==> src/design/dlrc_pkg.sv <==
`timescale 1ns / 1ps
`default_nettype none
// ----------------------------------------------------------------------------
// Route choice package
// Shared sizes, request codes, sequencer states and bundle types.
// ----------------------------------------------------------------------------
package dlrc_pkg;

    localparam int NODE_SLOTS     = 24;
    localparam int LINKS_PER_NODE = 4;
    localparam int SEARCH_DEPTH   = 6;

    localparam int SLOT_W  = $clog2(NODE_SLOTS);
    localparam int SCAN_W  = $clog2(NODE_SLOTS + 1);
    localparam int LCNT_W  = $clog2(LINKS_PER_NODE + 1);
    localparam int LADDR_W = $clog2(NODE_SLOTS * LINKS_PER_NODE);
    localparam int LVL_W   = $clog2(SEARCH_DEPTH + 1);
    localparam int FRM_W   = (SEARCH_DEPTH > 1) ? $clog2(SEARCH_DEPTH) : 1;

    localparam int REQ_W     = 2;
    localparam int FSLOT_W   = 5;
    localparam int LSLOT_W   = 2;
    localparam int UID_W     = 31;
    localparam int LUID_W    = 32;
    localparam int DIST_W    = 8;
    localparam int PATH_W    = 12;
    localparam int CNT_W     = 5;
    localparam int PATH_MAX  = 2047;
    localparam int PADDR_W   = 3;
    localparam int PDATA_W   = 32;

    localparam logic [0:0] REG_NODE_COUNT = 1'b0;

    typedef enum logic [REQ_W-1:0] {
        REQ_NODE  = 2'd0,
        REQ_LINK  = 2'd1,
        REQ_ROUTE = 2'd2,
        REQ_NONE  = 2'd3
    } req_t;

    typedef enum logic [3:0] {
        S_IDLE,
        S_FIND_RD,
        S_FIND_CHK,
        S_LINK_RD,
        S_LINK_CHK,
        S_BACK_RD,
        S_BACK_CHK,
        S_RET,
        S_DONE
    } state_t;

    typedef struct packed {
        logic                id_we;
        logic [SLOT_W-1:0]   id_waddr;
        logic [UID_W-1:0]    id_wdata;
        logic                lk_we;
        logic [LADDR_W-1:0]  lk_waddr;
        logic [LUID_W-1:0]   nb_wdata;
        logic [DIST_W-1:0]   dist_wdata;
    } wr_req_t;

    typedef struct packed {
        logic [SLOT_W-1:0]  id_raddr;
        logic [LADDR_W-1:0] lk_raddr;
    } rd_req_t;

    typedef struct packed {
        logic [UID_W-1:0]  id;
        logic [LUID_W-1:0] nb;
        logic [DIST_W-1:0] dist_val;
    } rd_data_t;

    typedef struct packed {
        logic [LUID_W-1:0]  next_uid;
        logic [LSLOT_W-1:0] next_link_index;
        logic [PATH_W-1:0]  path_dist;
        logic               route_found;
    } result_t;

endpackage
`default_nettype wire

==> src/design/dlrc_table.sv <==
`timescale 1ns / 1ps
`default_nettype none
// ----------------------------------------------------------------------------
// Route choice node table
// Node id memory and link memory, each with one write and one registered read.
// ----------------------------------------------------------------------------
module dlrc_table
(
    input  wire logic               clk,
    input  wire dlrc_pkg::wr_req_t  wr,
    input  wire dlrc_pkg::rd_req_t  rd,
    output dlrc_pkg::rd_data_t      rdata
);

    logic [dlrc_pkg::UID_W-1:0]  id_mem   [dlrc_pkg::NODE_SLOTS];
    logic [dlrc_pkg::LUID_W-1:0] nb_mem   [dlrc_pkg::NODE_SLOTS * dlrc_pkg::LINKS_PER_NODE];
    logic [dlrc_pkg::DIST_W-1:0] dist_mem [dlrc_pkg::NODE_SLOTS * dlrc_pkg::LINKS_PER_NODE];

    always_ff @(posedge clk)
    begin
        if (wr.id_we)
        begin
            id_mem[wr.id_waddr] <= wr.id_wdata;
        end
        if (wr.lk_we)
        begin
            nb_mem[wr.lk_waddr]   <= wr.nb_wdata;
            dist_mem[wr.lk_waddr] <= wr.dist_wdata;
        end
        rdata.id       <= id_mem[rd.id_raddr];
        rdata.nb       <= nb_mem[rd.lk_raddr];
        rdata.dist_val <= dist_mem[rd.lk_raddr];
    end

endmodule
`default_nettype wire

==> config.mk <==
export PLATFORM = sky130hd
export DESIGN_NAME = dlrc_table
export DESIGN_NICKNAME = d
export VERILOG_FILES = /design/src/design/dlrc_pkg.sv /design/src/design/dlrc_table.sv
export SDC_FILE = /design/constraint.sdc
export NUM_CORES = 2
export LEC_CHECK = 0
export BUFFER_PORTS_ARGS = -buffer_cell sky130_fd_sc_hd__buf_2
export CAP_MARGIN = 20
export CORE_UTILIZATION = 50
export CTS_CLUSTER_SIZE = 20
export DETAILED_ROUTE_END_ITERATION = 8
export GPL_ROUTABILITY_DRIVEN = 0
export GPL_TIMING_DRIVEN = 1
export HOLD_SLACK_MARGIN = 0.03
export PLACE_DENSITY = 0.65
export SYNTH_ARGS = -nofsm -noshare
export SYNTH_HDL_FRONTEND = slang
export SYNTH_MEMORY_MAX_BITS = 65536
export SYNTH_SLANG_ARGS = --single-unit
==> constraint.sdc <==
create_clock -name clk -period 8.45 [get_ports clk]
set_input_delay 0.4225 -clock clk [delete_from_list [all_inputs] [get_ports clk]]
set_output_delay 0.4225 -clock clk [all_outputs]
set_load 0.02 [all_outputs]
==> out/results.txt <==
clk buf depth - 4
Final Hold Vio Count - 0
cell count after synthesis - 7588
final instance area - 0.199 mm2
critical path's most frequent cell - buf_4
router iterations before antenna repair - 6
Tcrit/Tclk final - 0.432
Clock Sinks - 4655
final wirelength - 504000 um
HP Class - in -> reg
clk slew on worst S/H paths - 0.06 ns
fmax - 274 MHz
Post-synth ARST share - 0
post-route antenna net violation count - 0
Slew Limit Fails - 0
pwr dens - 240 mW/mm2
TNS Setup - 0 ns
drt initial violations - 14000
Setup Skew - 0.0438 ns
placed cell area - 0.184 mm2
Pleak - 62.1 nW
H-tree levels - 5
Synth warnings - 0
Vias - 87400
origin of the critical flop-to-flop path - nb_mem[54][9]$_DFFE_PP_
largest net degree at the start of global routing - 121
P&R area growth vs syn - 12.8%
Max-slew headroom - 0.155
Residual DRC - 0
VDD IR max - 0.202 mV
Die Wd - 596 um
core area - 0.350 mm2
hold path depth - 1
CTS tree - done
top sig layer - met5
M1 WL - 183000 um
initial core utilization - 0.503
Row Count - 217
port bufs - 168
R2R Path End - rdata[17]$_DFF_P_
slowest stage cell, crit path - nor3_1
hold path start - wr[14]
status - finished clean
Detailed Place HPWL - 266000 um
Worst Path Buf+Inv - 4
CP Cell Sequence - buf_12 -> buf_4 -> buf_4 -> mux4_2 -> a22oi_1 -> a21oi_1 -> nor3_1 -> buf_4 -> nand3_1
post-route minimum period - 3.65 ns
GRT Total Usage - 0.283
Netlist cell types - 58
total gr overflow - 0
critical path's top delay family - buffers and inverters
Mapped Nets - 7686
vias in the first global route - 86300
crit path kind - in -> reg
Worst R2R Setup Slack - 5.65 ns
Crit Path Max Fanout - 94
Setup Viol. Count Final - 0
Worst Path Arrival - 4.50 ns
hold worst-path end - nb_mem[33][6]$_DFFE_PP_
FF-to-FF path depth - 6
Critical Path RT - 9.30 ns
vias per inst - 6.66
max cap viols - 0
IO Pins - 169
Worst-Skew Late Latency - 0.97 ns
syn_area_per_cell - 23.2 um2
first-pass GRT wire length - 692000 um
slowest cell delay on critical path - 0.87 ns
initial antenna violation count - 36
Hold Slack - 0.107 ns
wire length per cell - 38.4 um
EDFF count, synth - 4584
register area share after synthesis - 0.789
Final #Nets - 8219
share of cells above drive strength 1 - 0.279
Num CTS Buffers - 452
Primary FF master, synth - edfxtp_1
flops & latches, synth - 4655
Clock Tree Root - clkbuf_16
RSZ-0062 raised after global routing - no
crit end category - flip-flop
worst slew pin tran - 1.26 ns
Die H - 596 um
DIE AREA - 0.355 mm2
met3 wire length - 58400 um
Cell Area, Synth - 0.176 mm2
type of origin of the critical path - primary input
met2 wire length - 240000 um
## stage by stage
step | setup slack [ns] | instances | util | power (W)
detailed placement | 3.80 | 12200 | 0.525 | 0.0284
global placement | 3.79 | 12200 | 0.525 | 0.0284
floorplan | 4.19 | 7588 | - | 0.0273
global route | 4.62 | 13100 | 0.568 | 0.0488
finish | 4.80 | 13100 | 0.568 | 0.0477
CTS | 4.87 | 13100 | 0.567 | 0.0478
## power breakdown
group / internal [W] / switching [W] / total [W] / leakage, nW
clock network: 0.0111 / 0.00860 / 0.0197 / 7.02
registers: 0.0255 / 0.0000938 / 0.0256 / 41.8
logic: 0.000809 / 0.00153 / 0.00234 / 13.3
total: 0.0374 / 0.0102 / 0.0477 / 62.1
## repair_timing
item | in CTS | in global routing
buffers inserted | 0 | 0
hold buffers | 36 | 1
hold endpoints to repair | 894 | 46
resized for setup | 0 | 0
## synthesized netlist by cell type (all sizes together) (3+ instances only)
master,count,area [um2]
and3,3,18.8
mux2i,299,2990
a22o,7,61.3
o221ai,15,131
a221oi,31,278
o22ai,81,507
or3,6,37.5
nor2,196,738
nor4,6,37.5
nor2b,17,106
inv,4,15.0
a31oi,17,106
a221o,11,110
nand3,59,295
and2,6,37.5
a21oi,95,475
o32ai,3,26.3
mux4,1143,25700
o21ai,59,295
clkbuf,151,567
nand2b,11,68.8
nand3b,5,37.5
buf,252,1690
a22oi,137,1030
nand4,10,62.6
a21boi,7,52.6
o211ai,10,75.1
dfxtp,71,1420
a211oi,18,135
edfxtp,4584,138000
a2111oi,9,78.8
nand2,187,702
nor3,27,135
a32oi,21,184
mux2,13,146
or2,3,18.8
## state kept, by name, indices dropped and copies added (netlist names)
| register | cells |
|---|---|
| dist_mem | 768 |
| rdata | 71 |
| nb_mem | 3072 |
| id_mem | 744 |
## metal layers
layer,vias up,GRT usage
li1,33600,-
met1,47000,0.389
met2,5850,0.449
met3,1012,0.0579
met4,22,0.110
met5,-,0
## worst max path at each step
stage | startpoint | end | slack, ns | cells after the start
floorplan | wr[46] | dist_mem[89][0]$_DFFE_PP_ | 4.19 | 3
global placement | rd[0] | rdata[10]$_DFF_P_ | 3.79 | 9
detailed placement | rd[0] | rdata[17]$_DFF_P_ | 3.80 | 9
CTS | rd[0] | rdata[17]$_DFF_P_ | 4.87 | 9
global route | rd[0] | rdata[10]$_DFF_P_ | 4.62 | 9
finish | rd[0] | rdata[17]$_DFF_P_ | 4.80 | 9
## logic make-up after synthesis
logic type,synth area share
flip-flops,0.789
multiplexers,0.164
AO/OA/AOI/OAI,0.0204
buffers and inverters,0.0129
AND/OR/NAND/NOR,0.0134
## placed cells by master, fill, tap and decap left out, types with 7 or more instances in the layout
cell and count:
o21ai_0 56, clkinv_2 93, bufinv_16 39, nor3_2 8
edfxtp_1 4584, o221ai_1 15, dlygate4sd3_1 37, nand2_1 187
mux2i_1 299, mux4_2 1143, nor3_1 19, o22ai_1 80
clkbuf_1 83, buf_12 18, a221oi_1 30, mux2_2 13
diode_2 27, nand3_1 59, a22o_1 7, clkbuf_16 456
nor2_4 115, clkinvlp_4 11, a211oi_1 18, a221o_1 11
buf_2 145, inv_6 7, a21oi_1 95, dfxtp_1 71
o211ai_1 10, a21boi_0 7, nand2b_1 11, a31oi_1 17
clkinv_8 8, nand4_1 10, a22oi_1 137, nor2b_1 11
nor2_1 78, a32oi_1 21, buf_4 271, clkinv_1 118
## cell type report
| type | instances | area [um2] |
|---|---|---|
| flip-flops and latches | 4655 | 139000 |
| fillers | 25000 | 151000 |
| diodes | 27 | 67.6 |
| repair buffers | 482 | 3670 |
| clock buffers | 543 | 11800 |
| multi-input cells | 2525 | 35800 |
| inverters | 5 | 31.3 |
| well taps | 4599 | 5750 |
| clock inverters | 283 | 2560 |
No activity file was read; power rests on OpenSTA's default activity.
