### src/design/dlrc_pkg.sv
`timescale 1ns / 1ps
`default_nettype none
// ----------------------------------------------------------------------------
// Route choice package
// Shared sizes, request codes, sequencer states and bundle types.
// ----------------------------------------------------------------------------
package dlrc_pkg;

    localparam int NODE_SLOTS     = 24;
    localparam int LINKS_PER_NODE = 4;
    localparam int SEARCH_DEPTH   = 6;

    localparam int SLOT_W  = $clog2(NODE_SLOTS);
    localparam int SCAN_W  = $clog2(NODE_SLOTS + 1);
    localparam int LCNT_W  = $clog2(LINKS_PER_NODE + 1);
    localparam int LADDR_W = $clog2(NODE_SLOTS * LINKS_PER_NODE);
    localparam int LVL_W   = $clog2(SEARCH_DEPTH + 1);
    localparam int FRM_W   = (SEARCH_DEPTH > 1) ? $clog2(SEARCH_DEPTH) : 1;

    localparam int REQ_W     = 2;
    localparam int FSLOT_W   = 5;
    localparam int LSLOT_W   = 2;
    localparam int UID_W     = 31;
    localparam int LUID_W    = 32;
    localparam int DIST_W    = 8;
    localparam int PATH_W    = 12;
    localparam int CNT_W     = 5;
    localparam int PATH_MAX  = 2047;
    localparam int PADDR_W   = 3;
    localparam int PDATA_W   = 32;

    localparam logic [0:0] REG_NODE_COUNT = 1'b0;

    typedef enum logic [REQ_W-1:0] {
        REQ_NODE  = 2'd0,
        REQ_LINK  = 2'd1,
        REQ_ROUTE = 2'd2,
        REQ_NONE  = 2'd3
    } req_t;

    typedef enum logic [3:0] {
        S_IDLE,
        S_FIND_RD,
        S_FIND_CHK,
        S_LINK_RD,
        S_LINK_CHK,
        S_BACK_RD,
        S_BACK_CHK,
        S_RET,
        S_DONE
    } state_t;

    typedef struct packed {
        logic                id_we;
        logic [SLOT_W-1:0]   id_waddr;
        logic [UID_W-1:0]    id_wdata;
        logic                lk_we;
        logic [LADDR_W-1:0]  lk_waddr;
        logic [LUID_W-1:0]   nb_wdata;
        logic [DIST_W-1:0]   dist_wdata;
    } wr_req_t;

    typedef struct packed {
        logic [SLOT_W-1:0]  id_raddr;
        logic [LADDR_W-1:0] lk_raddr;
    } rd_req_t;

    typedef struct packed {
        logic [UID_W-1:0]  id;
        logic [LUID_W-1:0] nb;
        logic [DIST_W-1:0] dist_val;
    } rd_data_t;

    typedef struct packed {
        logic [LUID_W-1:0]  next_uid;
        logic [LSLOT_W-1:0] next_link_index;
        logic [PATH_W-1:0]  path_dist;
        logic               route_found;
    } result_t;

endpackage
`default_nettype wire

### src/design/dlrc_alu.sv
`timescale 1ns / 1ps
`default_nettype none
// ----------------------------------------------------------------------------
// Route choice shared unit
// One id compare, one saturating distance add and one distance compare.
// ----------------------------------------------------------------------------
module dlrc_alu
(
    input  wire logic [dlrc_pkg::LUID_W-1:0] op_a,
    input  wire logic [dlrc_pkg::LUID_W-1:0] op_b,
    input  wire logic [dlrc_pkg::DIST_W-1:0] add_a,
    input  wire logic [dlrc_pkg::PATH_W-1:0] add_b,
    input  wire logic [dlrc_pkg::PATH_W-1:0] cmp_a,
    input  wire logic [dlrc_pkg::PATH_W-1:0] cmp_b,
    output logic                             eq,
    output logic [dlrc_pkg::PATH_W-1:0]      sum_sat,
    output logic                             lt
);

    logic [dlrc_pkg::PATH_W:0] sum;

    always_comb
    begin
        eq  = (op_a == op_b);
        sum = {{(dlrc_pkg::PATH_W + 1 - dlrc_pkg::DIST_W){1'b0}}, add_a} + {1'b0, add_b};
        if (sum > (dlrc_pkg::PATH_W + 1)'(dlrc_pkg::PATH_MAX))
        begin
            sum_sat = dlrc_pkg::PATH_W'(dlrc_pkg::PATH_MAX);
        end
        else
        begin
            sum_sat = sum[dlrc_pkg::PATH_W-1:0];
        end
        lt = (cmp_a < cmp_b);
    end

endmodule
`default_nettype wire

### src/design/dlrc_engine.sv
`timescale 1ns / 1ps
`default_nettype none
// ----------------------------------------------------------------------------
// Route choice search sequencer
// Depth-first search over the node table with an explicit frame stack.
// ----------------------------------------------------------------------------
module dlrc_engine
(
    input  wire logic                          clk,
    input  wire logic                          rst_n,
    input  wire logic                          in_acc,
    input  wire logic [dlrc_pkg::REQ_W-1:0]    req_type,
    input  wire logic [dlrc_pkg::UID_W-1:0]    current_uid,
    input  wire logic [dlrc_pkg::UID_W-1:0]    nearest_uid,
    input  wire logic [dlrc_pkg::UID_W-1:0]    runner_up_uid,
    input  wire logic [dlrc_pkg::CNT_W-1:0]    node_count,
    output logic                               in_ready,
    output dlrc_pkg::rd_req_t                  rd,
    input  wire dlrc_pkg::rd_data_t            rdata,
    output logic                               res_valid,
    input  wire logic                          res_take,
    output dlrc_pkg::result_t                  res
);

    localparam int SD = dlrc_pkg::SEARCH_DEPTH;

    dlrc_pkg::state_t state_reg, state_next;

    logic [dlrc_pkg::SCAN_W-1:0]  scan_reg, scan_next;
    logic [dlrc_pkg::LCNT_W-1:0]  kidx_reg, kidx_next;
    logic [dlrc_pkg::LVL_W-1:0]   level_reg, level_next;
    logic                         find_cur_reg, find_cur_next;
    logic [dlrc_pkg::UID_W-1:0]   goal_reg, goal_next;
    logic [dlrc_pkg::LUID_W-1:0]  lk_reg, lk_next;
    logic [dlrc_pkg::SLOT_W-1:0]  bd_node_reg, bd_node_next;
    logic [dlrc_pkg::UID_W-1:0]   bd_from_reg, bd_from_next;
    logic                         bd_fin_reg, bd_fin_next;
    logic [dlrc_pkg::PATH_W-1:0]  ret_val_reg, ret_val_next;
    logic                         ret_ok_reg, ret_ok_next;
    logic [dlrc_pkg::LUID_W-1:0]  lk0_reg, lk0_next;
    logic [dlrc_pkg::LUID_W-1:0]  call_lk_reg, call_lk_next;
    logic [dlrc_pkg::LUID_W-1:0]  best_lk_reg, best_lk_next;
    logic [dlrc_pkg::LSLOT_W-1:0] root_idx_reg, root_idx_next;
    dlrc_pkg::result_t            res_reg, res_next;

    logic [dlrc_pkg::SLOT_W-1:0]  node_reg [SD];
    logic [dlrc_pkg::SLOT_W-1:0]  node_next [SD];
    logic [dlrc_pkg::UID_W-1:0]   nid_reg [SD];
    logic [dlrc_pkg::UID_W-1:0]   nid_next [SD];
    logic [dlrc_pkg::LCNT_W-1:0]  lidx_reg [SD];
    logic [dlrc_pkg::LCNT_W-1:0]  lidx_next [SD];
    logic [dlrc_pkg::PATH_W-1:0]  best_reg [SD];
    logic [dlrc_pkg::PATH_W-1:0]  best_next [SD];
    logic [SD-1:0]                bval_reg, bval_next;

    logic [dlrc_pkg::FRM_W-1:0]   lvl_idx, lvl_m1, lvl_c;
    logic [dlrc_pkg::SCAN_W-1:0]  lim;
    logic [dlrc_pkg::SLOT_W-1:0]  scan_slot;
    logic                         not_found, goal_hit, deep, visited, skip;
    logic                         lidx_end, kidx_end;

    logic [dlrc_pkg::LUID_W-1:0]  op_a, op_b;
    logic                         eq, lt;
    logic [dlrc_pkg::PATH_W-1:0]  sum_sat;

    dlrc_alu u_alu
    (
        .op_a    (op_a),
        .op_b    (op_b),
        .add_a   (rdata.dist_val),
        .add_b   (best_reg[lvl_idx]),
        .cmp_a   (ret_val_reg),
        .cmp_b   (best_reg[lvl_idx]),
        .eq      (eq),
        .sum_sat (sum_sat),
        .lt      (lt)
    );

    always_comb
    begin
        lvl_idx   = level_reg[dlrc_pkg::FRM_W-1:0];
        lvl_m1    = dlrc_pkg::FRM_W'(level_reg - 1'b1);
        lvl_c     = dlrc_pkg::FRM_W'(level_reg + 1'b1);
        scan_slot = scan_reg[dlrc_pkg::SLOT_W-1:0];
        if (int'(node_count) > dlrc_pkg::NODE_SLOTS)
        begin
            lim = dlrc_pkg::SCAN_W'(dlrc_pkg::NODE_SLOTS);
        end
        else
        begin
            lim = dlrc_pkg::SCAN_W'(node_count);
        end
        not_found = (scan_reg >= lim) || lk_reg[dlrc_pkg::LUID_W-1];
        goal_hit  = (lk_reg[dlrc_pkg::UID_W-1:0] == goal_reg);
        deep      = (int'(level_reg) >= SD - 1);
        visited   = 1'b0;
        for (int k = 0; k < SD; k++)
        begin
            if ((k <= int'(level_reg)) && (node_reg[k] == scan_slot))
            begin
                visited = 1'b1;
            end
        end
        lidx_end = (lidx_reg[lvl_idx] == dlrc_pkg::LCNT_W'(dlrc_pkg::LINKS_PER_NODE));
        kidx_end = (kidx_reg == dlrc_pkg::LCNT_W'(dlrc_pkg::LINKS_PER_NODE));

        case (state_reg)
            dlrc_pkg::S_FIND_CHK:
            begin
                op_a = {1'b0, rdata.id};
                op_b = lk_reg;
            end
            dlrc_pkg::S_LINK_CHK:
            begin
                op_a = rdata.nb;
                op_b = {1'b0, nid_reg[lvl_m1]};
            end
            dlrc_pkg::S_BACK_CHK:
            begin
                op_a = rdata.nb;
                op_b = {1'b0, bd_from_reg};
            end
            default:
            begin
                op_a = '0;
                op_b = '0;
            end
        endcase
        skip = (&rdata.nb) || ((level_reg != '0) && eq);
    end

    always_comb
    begin
        state_next = state_reg;
        case (state_reg)
            dlrc_pkg::S_IDLE:
            begin
                if (in_acc)
                begin
                    state_next = (req_type == dlrc_pkg::REQ_ROUTE) ? dlrc_pkg::S_FIND_RD
                                                                   : dlrc_pkg::S_DONE;
                end
            end
            dlrc_pkg::S_FIND_RD:
            begin
                if (not_found)
                begin
                    state_next = find_cur_reg ? dlrc_pkg::S_DONE : dlrc_pkg::S_RET;
                end
                else
                begin
                    state_next = dlrc_pkg::S_FIND_CHK;
                end
            end
            dlrc_pkg::S_FIND_CHK:
            begin
                if (!eq)
                begin
                    state_next = dlrc_pkg::S_FIND_RD;
                end
                else if (find_cur_reg)
                begin
                    state_next = dlrc_pkg::S_LINK_RD;
                end
                else if (goal_hit)
                begin
                    state_next = dlrc_pkg::S_BACK_RD;
                end
                else if (deep || visited)
                begin
                    state_next = dlrc_pkg::S_RET;
                end
                else
                begin
                    state_next = dlrc_pkg::S_LINK_RD;
                end
            end
            dlrc_pkg::S_LINK_RD:
            begin
                if (!lidx_end)
                begin
                    state_next = dlrc_pkg::S_LINK_CHK;
                end
                else if (level_reg == '0)
                begin
                    state_next = dlrc_pkg::S_DONE;
                end
                else if (!bval_reg[lvl_idx])
                begin
                    state_next = dlrc_pkg::S_RET;
                end
                else
                begin
                    state_next = dlrc_pkg::S_BACK_RD;
                end
            end
            dlrc_pkg::S_LINK_CHK:
            begin
                state_next = skip ? dlrc_pkg::S_LINK_RD : dlrc_pkg::S_FIND_RD;
            end
            dlrc_pkg::S_BACK_RD:
            begin
                state_next = kidx_end ? dlrc_pkg::S_RET : dlrc_pkg::S_BACK_CHK;
            end
            dlrc_pkg::S_BACK_CHK:
            begin
                state_next = eq ? dlrc_pkg::S_RET : dlrc_pkg::S_BACK_RD;
            end
            dlrc_pkg::S_RET:
            begin
                state_next = dlrc_pkg::S_LINK_RD;
            end
            dlrc_pkg::S_DONE:
            begin
                if (res_take)
                begin
                    state_next = dlrc_pkg::S_IDLE;
                end
            end
            default:
            begin
                state_next = dlrc_pkg::S_IDLE;
            end
        endcase
    end

    always_comb
    begin
        scan_next     = scan_reg;
        kidx_next     = kidx_reg;
        level_next    = level_reg;
        find_cur_next = find_cur_reg;
        goal_next     = goal_reg;
        lk_next       = lk_reg;
        bd_node_next  = bd_node_reg;
        bd_from_next  = bd_from_reg;
        bd_fin_next   = bd_fin_reg;
        ret_val_next  = ret_val_reg;
        ret_ok_next   = ret_ok_reg;
        lk0_next      = lk0_reg;
        call_lk_next  = call_lk_reg;
        best_lk_next  = best_lk_reg;
        root_idx_next = root_idx_reg;
        res_next      = res_reg;
        bval_next     = bval_reg;
        for (int k = 0; k < SD; k++)
        begin
            node_next[k] = node_reg[k];
            nid_next[k]  = nid_reg[k];
            lidx_next[k] = lidx_reg[k];
            best_next[k] = best_reg[k];
        end

        in_ready    = (state_reg == dlrc_pkg::S_IDLE);
        res_valid   = (state_reg == dlrc_pkg::S_DONE);
        res         = res_reg;
        rd.id_raddr = scan_slot;
        if (state_reg == dlrc_pkg::S_BACK_RD)
        begin
            rd.lk_raddr = dlrc_pkg::LADDR_W'(bd_node_reg)
                        * dlrc_pkg::LADDR_W'(dlrc_pkg::LINKS_PER_NODE)
                        + dlrc_pkg::LADDR_W'(kidx_reg);
        end
        else
        begin
            rd.lk_raddr = dlrc_pkg::LADDR_W'(node_reg[lvl_idx])
                        * dlrc_pkg::LADDR_W'(dlrc_pkg::LINKS_PER_NODE)
                        + dlrc_pkg::LADDR_W'(lidx_reg[lvl_idx]);
        end

        case (state_reg)
            dlrc_pkg::S_IDLE:
            begin
                if (in_acc)
                begin
                    goal_next     = (current_uid == nearest_uid) ? runner_up_uid : nearest_uid;
                    lk_next       = {1'b0, current_uid};
                    scan_next     = '0;
                    find_cur_next = 1'b1;
                    res_next      = '0;
                end
            end
            dlrc_pkg::S_FIND_RD:
            begin
                if (not_found)
                begin
                    if (find_cur_reg)
                    begin
                        res_next.next_uid        = '1;
                        res_next.next_link_index = '0;
                        res_next.path_dist       = '1;
                        res_next.route_found     = 1'b0;
                    end
                    else
                    begin
                        ret_ok_next = 1'b0;
                    end
                end
            end
            dlrc_pkg::S_FIND_CHK:
            begin
                if (!eq)
                begin
                    scan_next = scan_reg + 1'b1;
                end
                else if (find_cur_reg)
                begin
                    node_next[0]  = scan_slot;
                    nid_next[0]   = lk_reg[dlrc_pkg::UID_W-1:0];
                    lidx_next[0]  = '0;
                    bval_next[0]  = 1'b0;
                    level_next    = '0;
                    find_cur_next = 1'b0;
                end
                else if (goal_hit)
                begin
                    bd_node_next = scan_slot;
                    bd_from_next = nid_reg[lvl_idx];
                    bd_fin_next  = 1'b0;
                    kidx_next    = '0;
                end
                else if (deep || visited)
                begin
                    ret_ok_next = 1'b0;
                end
                else
                begin
                    node_next[lvl_c] = scan_slot;
                    nid_next[lvl_c]  = lk_reg[dlrc_pkg::UID_W-1:0];
                    lidx_next[lvl_c] = '0;
                    bval_next[lvl_c] = 1'b0;
                    level_next       = level_reg + 1'b1;
                end
            end
            dlrc_pkg::S_LINK_RD:
            begin
                if (lidx_end)
                begin
                    if (level_reg == '0)
                    begin
                        res_next.next_uid        = bval_reg[0] ? best_lk_reg : lk0_reg;
                        res_next.next_link_index = bval_reg[0] ? root_idx_reg : '0;
                        res_next.path_dist       = bval_reg[0] ? best_reg[0] : '1;
                        res_next.route_found     = bval_reg[0];
                    end
                    else if (!bval_reg[lvl_idx])
                    begin
                        level_next  = level_reg - 1'b1;
                        ret_ok_next = 1'b0;
                    end
                    else
                    begin
                        bd_node_next = node_reg[lvl_idx];
                        bd_from_next = nid_reg[lvl_m1];
                        bd_fin_next  = 1'b1;
                        kidx_next    = '0;
                    end
                end
            end
            dlrc_pkg::S_LINK_CHK:
            begin
                if ((level_reg == '0) && (lidx_reg[0] == '0))
                begin
                    lk0_next = rdata.nb;
                end
                if (skip)
                begin
                    lidx_next[lvl_idx] = lidx_reg[lvl_idx] + 1'b1;
                end
                else
                begin
                    lk_next   = rdata.nb;
                    scan_next = '0;
                    if (level_reg == '0)
                    begin
                        call_lk_next = rdata.nb;
                    end
                end
            end
            dlrc_pkg::S_BACK_RD:
            begin
                if (kidx_end)
                begin
                    ret_ok_next = 1'b0;
                    if (bd_fin_reg)
                    begin
                        level_next = level_reg - 1'b1;
                    end
                end
            end
            dlrc_pkg::S_BACK_CHK:
            begin
                if (eq)
                begin
                    ret_ok_next = 1'b1;
                    if (bd_fin_reg)
                    begin
                        ret_val_next = sum_sat;
                        level_next   = level_reg - 1'b1;
                    end
                    else
                    begin
                        ret_val_next = {{(dlrc_pkg::PATH_W - dlrc_pkg::DIST_W){1'b0}},
                                        rdata.dist_val};
                    end
                end
                else
                begin
                    kidx_next = kidx_reg + 1'b1;
                end
            end
            dlrc_pkg::S_RET:
            begin
                if (ret_ok_reg && (!bval_reg[lvl_idx] || lt))
                begin
                    best_next[lvl_idx] = ret_val_reg;
                    bval_next[lvl_idx] = 1'b1;
                    if (level_reg == '0)
                    begin
                        root_idx_next = lidx_reg[0][dlrc_pkg::LSLOT_W-1:0];
                        best_lk_next  = call_lk_reg;
                    end
                end
                lidx_next[lvl_idx] = lidx_reg[lvl_idx] + 1'b1;
            end
            default:
            begin
            end
        endcase
    end

    always_ff @(posedge clk or negedge rst_n)
    begin
        if (!rst_n)
        begin
            state_reg    <= dlrc_pkg::S_IDLE;
            scan_reg     <= '0;
            kidx_reg     <= '0;
            level_reg    <= '0;
            find_cur_reg <= 1'b0;
            ret_ok_reg   <= 1'b0;
            bval_reg     <= '0;
        end
        else
        begin
            state_reg    <= state_next;
            scan_reg     <= scan_next;
            kidx_reg     <= kidx_next;
            level_reg    <= level_next;
            find_cur_reg <= find_cur_next;
            ret_ok_reg   <= ret_ok_next;
            bval_reg     <= bval_next;
        end
    end

    always_ff @(posedge clk)
    begin
        goal_reg     <= goal_next;
        lk_reg       <= lk_next;
        bd_node_reg  <= bd_node_next;
        bd_from_reg  <= bd_from_next;
        bd_fin_reg   <= bd_fin_next;
        ret_val_reg  <= ret_val_next;
        lk0_reg      <= lk0_next;
        call_lk_reg  <= call_lk_next;
        best_lk_reg  <= best_lk_next;
        root_idx_reg <= root_idx_next;
        res_reg      <= res_next;
        for (int k = 0; k < SD; k++)
        begin
            node_reg[k] <= node_next[k];
            nid_reg[k]  <= nid_next[k];
            lidx_reg[k] <= lidx_next[k];
            best_reg[k] <= best_next[k];
        end
    end

endmodule
`default_nettype wire

### config.mk
export PLATFORM = sky130hd
export DESIGN_NAME = dlrc_engine
export DESIGN_NICKNAME = d
export VERILOG_FILES = /design/src/design/dlrc_pkg.sv /design/src/design/dlrc_alu.sv /design/src/design/dlrc_engine.sv
export SDC_FILE = /design/constraint.sdc
export NUM_CORES = 1
export LEC_CHECK = 0
export BUFFER_PORTS_ARGS = -buffer_cell sky130_fd_sc_hd__buf_2
export CORE_MARGIN = 4
export CORE_UTILIZATION = 52
export CTS_CLUSTER_DIAMETER = 50
export DETAILED_ROUTE_END_ITERATION = 8
export PLACE_DENSITY = 0.71
export SYNTH_ARGS = -nofsm -noshare
export SYNTH_HDL_FRONTEND = slang
export SYNTH_SLANG_ARGS = --single-unit
export TNS_END_PERCENT = 1
### constraint.sdc
create_clock -name clk -period 11.8 [get_ports clk]
set_clock_uncertainty 0.2 [all_clocks]
set_input_delay 2.36 -clock clk [delete_from_list [all_inputs] [get_ports clk]]
set_output_delay 2.36 -clock clk [all_outputs]
set_load 0.005 [all_outputs]
==> results.yml, run 1 <==
global_route:
  antenna_found_initial: 3
  grt-ovfl-total: 0
  grt_max_degree: 75
  grt.total_usage_pct: 29.5
  grt_pass1_wl_um: 132000
  grt_pass1_vias: 20600
power:
  leakage_nw: 11.5
  power.density_nw_per_um2: 236
  p_switching_mw: 2.93
  swShare_pct: 37.8
  peakVddDrop_mv: 0.167
  p_int_mw: 4.82
  combPwrFrac_pct: 37.9
  pwr-share-seq_pct: 36.6
  clockPowerShare_pct: 25.5
synthesis:
  ys_warn_count: 0
  synthesis.area_um2: 28800
  synth_ff_type: "edfxtp_1"
  netlist.area_leader.share_pct: 58.6
  ys_seq_area_share_pct: 60.6
  ys_seq_elements: 586
  synth_area_per_cell_um2: 12.8
  netlist_instances: 2246
  ys_top_cells_by_area: "edfxtp_1 (59%), mux2_2 (4.2%), nand2_1 (3.1%)"
  synth_common_cells: "edfxtp_1 (563), nand2_1 (242), nor2_1 (144), mux2_2 (107), a21oi_1 (104)"
  synth.largest_area_cell: "edfxtp_1"
  yosysMostFrequentCell: "edfxtp_1"
  synth_edf_count: 563
  ys_async_sr_fraction_pct: 3.92
  synth_cell_types: 82
  synth_fp_nets: 2459
timing:
  finalHoldViolations: 0
  fin_crit_ns: 7.17
  fin_crit_sh_pct: 60.8
  rsz0062_at_grt: "no"
  fmax_mhz: 139
  whs_ns: 0.218
  setup_viol: 0
  worst_pin_slew_ns: 1.20
  setup_tns_ns: 0
  maxSlewViolCount: 0
  relSlewSlack_pct: 19.9
cts:
  cts_setup_buffers: 0
  clkTransAtPathRegs_ns: 0.06
  cts.repair.resized: 0
  h-tree-depth: 2
  clockBufferDepth: 3
  clock_latency_ns: 0.63
  numCtsBuffers: 61
  clock-sinks: 586
  cts_tree: "done"
  cts_hold_repair.buffers: 0
  root_buffer: "clkbuf_16"
final_layout:
  antenna_cells: 0
  fin_util_pct: 59.8
  final_cell_area_um2: 32900
  syn_to_final_growth_pct: 14.0
  drive_gt1_share_pct: 22.4
  largest_register_ffs: 186
  nets: 2658
setup_path:
  reg2reg_slack_ns: 4.63
  arrival_ns: 7.21
  endpoint_kind: "flop"
  cp_cell_sequence: "buf_4 > inv_1 > ha_2 > buf_4 > mux2i_1 > mux4_2 > o22a_1 > and3_1 > nor4_1 > nand3_1 > or2_1 > nor2_1"
  crit_type: "flop to flop"
  cp_common_cell: "buf_4"
  crit_path_max_fanout: 49
  slowest_stage: "nor2_1"
  cpPeakStageDelay_ns: 1.04
  cp_data_required_time_ns: 11.84
  cp-start-kind: "flop"
placed_design:
  portBuffers: 235
  place_congestion: 0.947
  dpl-instance-area_um2: 30800
  dp_hpwl_um: 60400
detailed_routing:
  drt_iter0_markers: 2664
  wirelength_um: 89900
  drt_first_pass_iters: 6
  drtAntennaViolNets: 0
  drc_errors: 0
  drt-wirelength-per-cell_um: 27.7
  via_per_inst: 6.57
  num_vias: 21300
outcome:
  outcome: "finished clean"
die:
  core_area_um2: 55000
  start_util_pct: 52.5
  pin_count: 236
  num_rows: 86
  die_w_um: 244
  dieArea_um2: 59300
  die_h_um: 244
job:
  cap_viol_max_count: 0
worst_hold_path:
  hp-class: "flop to flop"
-- cells by family after synthesis --
group                      after synthesis  share of synthesized area [%]
AOI/OAI and AO/OA                      455                           11.2
adders and majority gates               38                           1.67
muxes                                  229                           9.85
other                                    1                         0.0130
and+or+nand+nor                        630                           10.3
DFF                                    586                           60.6
buffers and inverters                  191                           2.75
xor gates and xnor gates               116                           3.61
-- worst max-delay path, delay by kind of cell (launching register included) --
kind | cells | cell delay (ns)
AND/OR/NAND/NOR | 5 | 2.91
buffers and inverters | 3 | 1.59
adder cells (fa/ha/maj) | 1 | 0.72
multiplexers | 2 | 0.71
flip-flops | 1 | 0.34
AO/OA/AOI/OAI | 1 | 0.23
-- cell usage in the layout (no fill, tap or decap), types with 17 or more instances in the layout --
| cell | n |
|---|---|
| a221oi_1 | 20 |
| o21ai_0 | 51 |
| edfxtp_1 | 563 |
| a31oi_1 | 25 |
| a22o_1 | 24 |
| nor2_1 | 141 |
| a21oi_1 | 103 |
| a22oi_1 | 84 |
| nor4_1 | 20 |
| buf_2 | 235 |
| ha_1 | 36 |
| mux2i_1 | 84 |
| nand3_1 | 52 |
| mux4_2 | 32 |
| and2_1 | 46 |
| dfrtp_1 | 17 |
| nor3_1 | 17 |
| clkbuf_16 | 61 |
| inv_1 | 43 |
| mux2_2 | 107 |
| nand2_1 | 242 |
| buf_4 | 48 |
| nand4_1 | 20 |
| xor2_1 | 59 |
| xnor2_1 | 55 |
-- worst paths after layout --
| kind | startpoint | endpoint | cells past startpoint |
|---|---|---|---|
| worst max-delay path | level_reg[1]$_DFFE_PN0P_ | ret_val_reg[3]$_DFFE_PP_ | 12 |
| worst min-delay path | call_lk_reg[3]$_DFFE_PP_ | best_lk_reg[3]$_DFFE_PP_ | 0 |
| worst max register to register | level_reg[1]$_DFFE_PN0P_ | ret_val_reg[3]$_DFFE_PP_ | 12 |
| worst min register to register | call_lk_reg[3]$_DFFE_PP_ | best_lk_reg[3]$_DFFE_PP_ | 0 |
| max in group asynchronous | rst_n | level_reg[0]$_DFFE_PN0P_ | 1 |
| min in group asynchronous | rst_n | bval_reg[3]$_DFFE_PN0P_ | 1 |
-- power by group through the flow --
stage          clock network, mW  registers (mW)  logic, mW
2_1_floorplan                  0            2.75       2.00
3_3_place_gp                   0            2.86       2.81
3_5_place_dp                   0            2.87       2.87
4_1_cts                     1.99            2.83       2.89
5_1_grt                     2.08            2.85       3.14
6_report                    1.98            2.84       2.94
-- routing by layer --
metal	track usage (%)	vias up	share of wire, %
li1	-	8993	-
met1	41.4	10700	39
met2	45.2	1401	45
met3	6.37	241	12
met4	11.9	2	4.3
met5	0	-	0.053
-- stage by stage --
step           setup slack, ns  total power, mW  cells
2_1_floorplan             3.74             4.75   2246
3_3_place_gp              4.95             5.66   3130
3_5_place_dp              4.81             5.74   3130
4_1_cts                   4.76             7.70   3242
5_1_grt                   4.43             8.07   3242
6_report                  4.63             7.76   3242
-- layout make-up --
class                   count  area, um2
fillers                  4291      22100
flip-flops and latches    586      17500
multi-input cells        1469      10700
clock buffers              74       1580
repair buffers            283       1540
well taps                 748        936
clock inverters            38        470
inverters                  44        165
(Power assumes the default switching activity.)
==> run 2: changes to the inputs <==
Settings changed: ABC_AREA from default to 1, PLACE_DENSITY 0.71 to 0.73.
Clock period 11.8 ns to 6.3 ns, I/O delays scaled along.
==> run 2 against run 1 <==
  * Via count is 11% higher
  * Flip-flop and latch count stayed put
  * Clock power is 98% higher
  * Critical path depth is 1 higher
  * Synthesized cell count is 37% higher
  * Power is 99% higher
  * First-iteration DRC count is 2.9% higher
  * Final area is 2.6% higher
  * Critical path type is now flop to primary output
  * Critical endpoint is now rd[6]
  * Area after synthesis is 2.1% higher
  * Global-route usage hardly changed
  * Non-clock buffer count is 3 higher
==> results.yml, run 2 <==
timing:
  setup_viol: 0
  rsz0062_at_grt: "no"
  relSlewSlack_pct: 21.7
  fin_crit_ns: 5.27
  fin_crit_sh_pct: 83.6
  fmax_mhz: 190
  finalHoldViolations: 0
  fin_ws_ns: 1.03
  maxSlewViolCount: 0
  worst_pin_slew_ns: 1.17
cts:
  clock_latency_ns: 0.61
  cts.repair.resized: 0
  cts_tree: "done"
  clock-sinks: 586
  cts_setup_buffers: 0
  root_buffer: "clkbuf_16"
  cts_hold_repair.buffers: 0
  clockBufferDepth: 3
  h-tree-depth: 3
  numCtsBuffers: 70
  clkTransAtPathRegs_ns: 0.06
power:
  leakage_nw: 14.0
  power.density_nw_per_um2: 457
  clockPowerShare_pct: 25.5
  p_int_mw: 9.18
  p_switching_mw: 6.22
  combPwrFrac_pct: 37.6
  peakVddDrop_mv: 0.554
  swShare_pct: 40.4
  power_mw: 15.4
  pwr-share-seq_pct: 36.9
final_layout:
  drive_gt1_share_pct: 14.8
  layout_commonest_cell: "nand2_1"
  largest_register_ffs: 186
  syn_to_final_growth_pct: 14.6
  nets: 3505
  fin_util_pct: 60.7
  most-common-layout-cells: "nand2_1 (701), edfxtp_1 (563), inv_1 (407), nand3_1 (247), buf_2 (235)"
  final_cell_area_um2: 33700
outcome:
  outcome: "finished clean"
global_route:
  grt_util_met1_pct: 38.4
  grt_max_degree: 197
  grt-ovfl-total: 0
  use_met2_pct: 47.5
  grt_pass1_vias: 22800
  grt.total_usage_pct: 29.5
  antenna_found_initial: 2
  met3_usage_pct: 6.07
  grt_busiest_layer: "met2"
  grt_pass1_wl_um: 135000
setup_path:
  cp-start-kind: "flop"
  endpoint_kind: "primary output"
  arrival_ns: 3.81
  crit_path_max_fanout: 81
  cp_data_required_time_ns: 4.84
  crit_type: "flop to primary output"
worst_hold_path:
  hp-class: "flop to flop"
synthesis:
  netlist.area_leader.share_pct: 57.4
  synth_fp_nets: 3282
  synth_mux_area_share_pct: 1.19
  synth_compound_area_share_pct: 9.10
  ys_top_cells_by_area: "edfxtp_1 (57%), nand2_1 (8.9%), inv_1 (5.2%)"
  netlist_instances: 3069
  yosysMostFrequentCell: "nand2_1"
  ys_seq_area_share_pct: 59.4
  ys_warn_count: 0
  synth_area_per_cell_um2: 9.59
  synth.largest_area_cell: "edfxtp_1"
  ys_async_sr_fraction_pct: 3.92
  ys_seq_elements: 586
  synth_ff_type: "edfxtp_1"
  synth_fa_ha_area_share_pct: 1.64
  synth_top_family_by_area: "simple AND/OR/NAND/NOR gates"
  synthesis.area_um2: 29400
  synth_common_cells: "nand2_1 (701), edfxtp_1 (563), inv_1 (407), nand3_1 (247), nor2_1 (230)"
  synth_edf_count: 563
  synthSimpleGateAreaFrac_pct: 18.4
  synth_xor_area_share_pct: 2.61
  synth_cell_types: 57
die:
  start_util_pct: 53.0
  core_area_um2: 55500
  pin_count: 236
  die_w_um: 246
  dieArea_um2: 60500
  die_h_um: 246
  num_rows: 86
detailed_routing:
  drtAntennaViolNets: 0
  drt-wirelength-per-cell_um: 22.2
  via_per_inst: 5.76
  wirelength_um: 91100
  drc_errors: 0
  drt_first_pass_iters: 8
  num_vias: 23600
  drt_iter0_markers: 2740
placed_design:
  portBuffers: 235
  dpl-instance-area_um2: 31500
  place_congestion: 0.975
  place_ws_ns: 1.31
  dp_hpwl_um: 61200
job:
  cap_viol_max_count: 0
## run 2: worst max-delay path: stages, from the launching register on
cell     delay, ns
dfrtp_4       0.56
inv_2         0.10
buf_4         0.79
o21ai_0       0.21
nand4_1       0.24
ha_1          0.23
ha_1          0.16
inv_1         0.05
nor2_1        0.09
inv_1         0.07
o21ai_0       0.19
nand2_1       0.07
o22ai_1       0.23
buf_2         0.18
## run 2: power groups by stage
stage | combinational [mW] | sequential, mW | clock [mW]
finish | 5.79 | 5.69 | 3.93
global route | 6.29 | 5.74 | 4.14
CTS | 5.69 | 5.68 | 3.96
detailed placement | 5.65 | 5.76 | 0
global placement | 5.55 | 5.74 | 0
floorplan | 3.68 | 5.56 | 0
## run 2: cell families after synthesis
family,Yosys count
flip-flops,586
multiplexers,31
AO/OA/AOI/OAI,476
XOR/XNOR,87
buffers and inverters,569
AND/OR/NAND/NOR,1281
other,1
adder cells (fa/ha/maj),38
## run 2: area by class of cell
cell class / instances / area [um2]
repair buffers: 286 / 1620
fillers: 4589 / 21800
diodes: 1 / 2.50
clock inverters: 37 / 367
well taps: 748 / 936
clock buffers: 88 / 1860
inverters: 434 / 1630
flip-flops and latches: 586 / 17500
multi-input cells: 1914 / 9820
## run 2: per-layer routing
metal,routed length (um),vias to the layer above
met5,13,-
met4,4820,2
li1,-,10800
met1,33900,11100
met2,43000,1410
met3,9290,278
## run 2: final timing paths
kind	start	to	slack [ns]	cells past startpoint
max reg2reg	level_reg[0]$_DFFE_PN0P_	best_reg[1][3]$_DFFE_PP_	1.18	15
min in group asynchronous	rst_n	bval_reg[5]$_DFFE_PN0P_	0.46	1
max	level_reg[0]$_DFFE_PN0P_	rd[6]	1.03	13
min reg2reg	call_lk_reg[0]$_DFFE_PP_	best_lk_reg[0]$_DFFE_PP_	0.21	0
min	call_lk_reg[0]$_DFFE_PP_	best_lk_reg[0]$_DFFE_PP_	0.21	0
max in group asynchronous	rst_n	level_reg[0]$_DFFE_PN0P_	4.99	1
## run 2: stage by stage
step | hold slack [ns] | cells | setup TNS, ns
floorplan | 0.200 | 3069 | -6.98
global placement | 0.200 | 3967 | 0
detailed placement | 0.205 | 3967 | 0
CTS | 0.215 | 4092 | 0
global route | 0.215 | 4094 | 0
finish | 0.215 | 4094 | 0
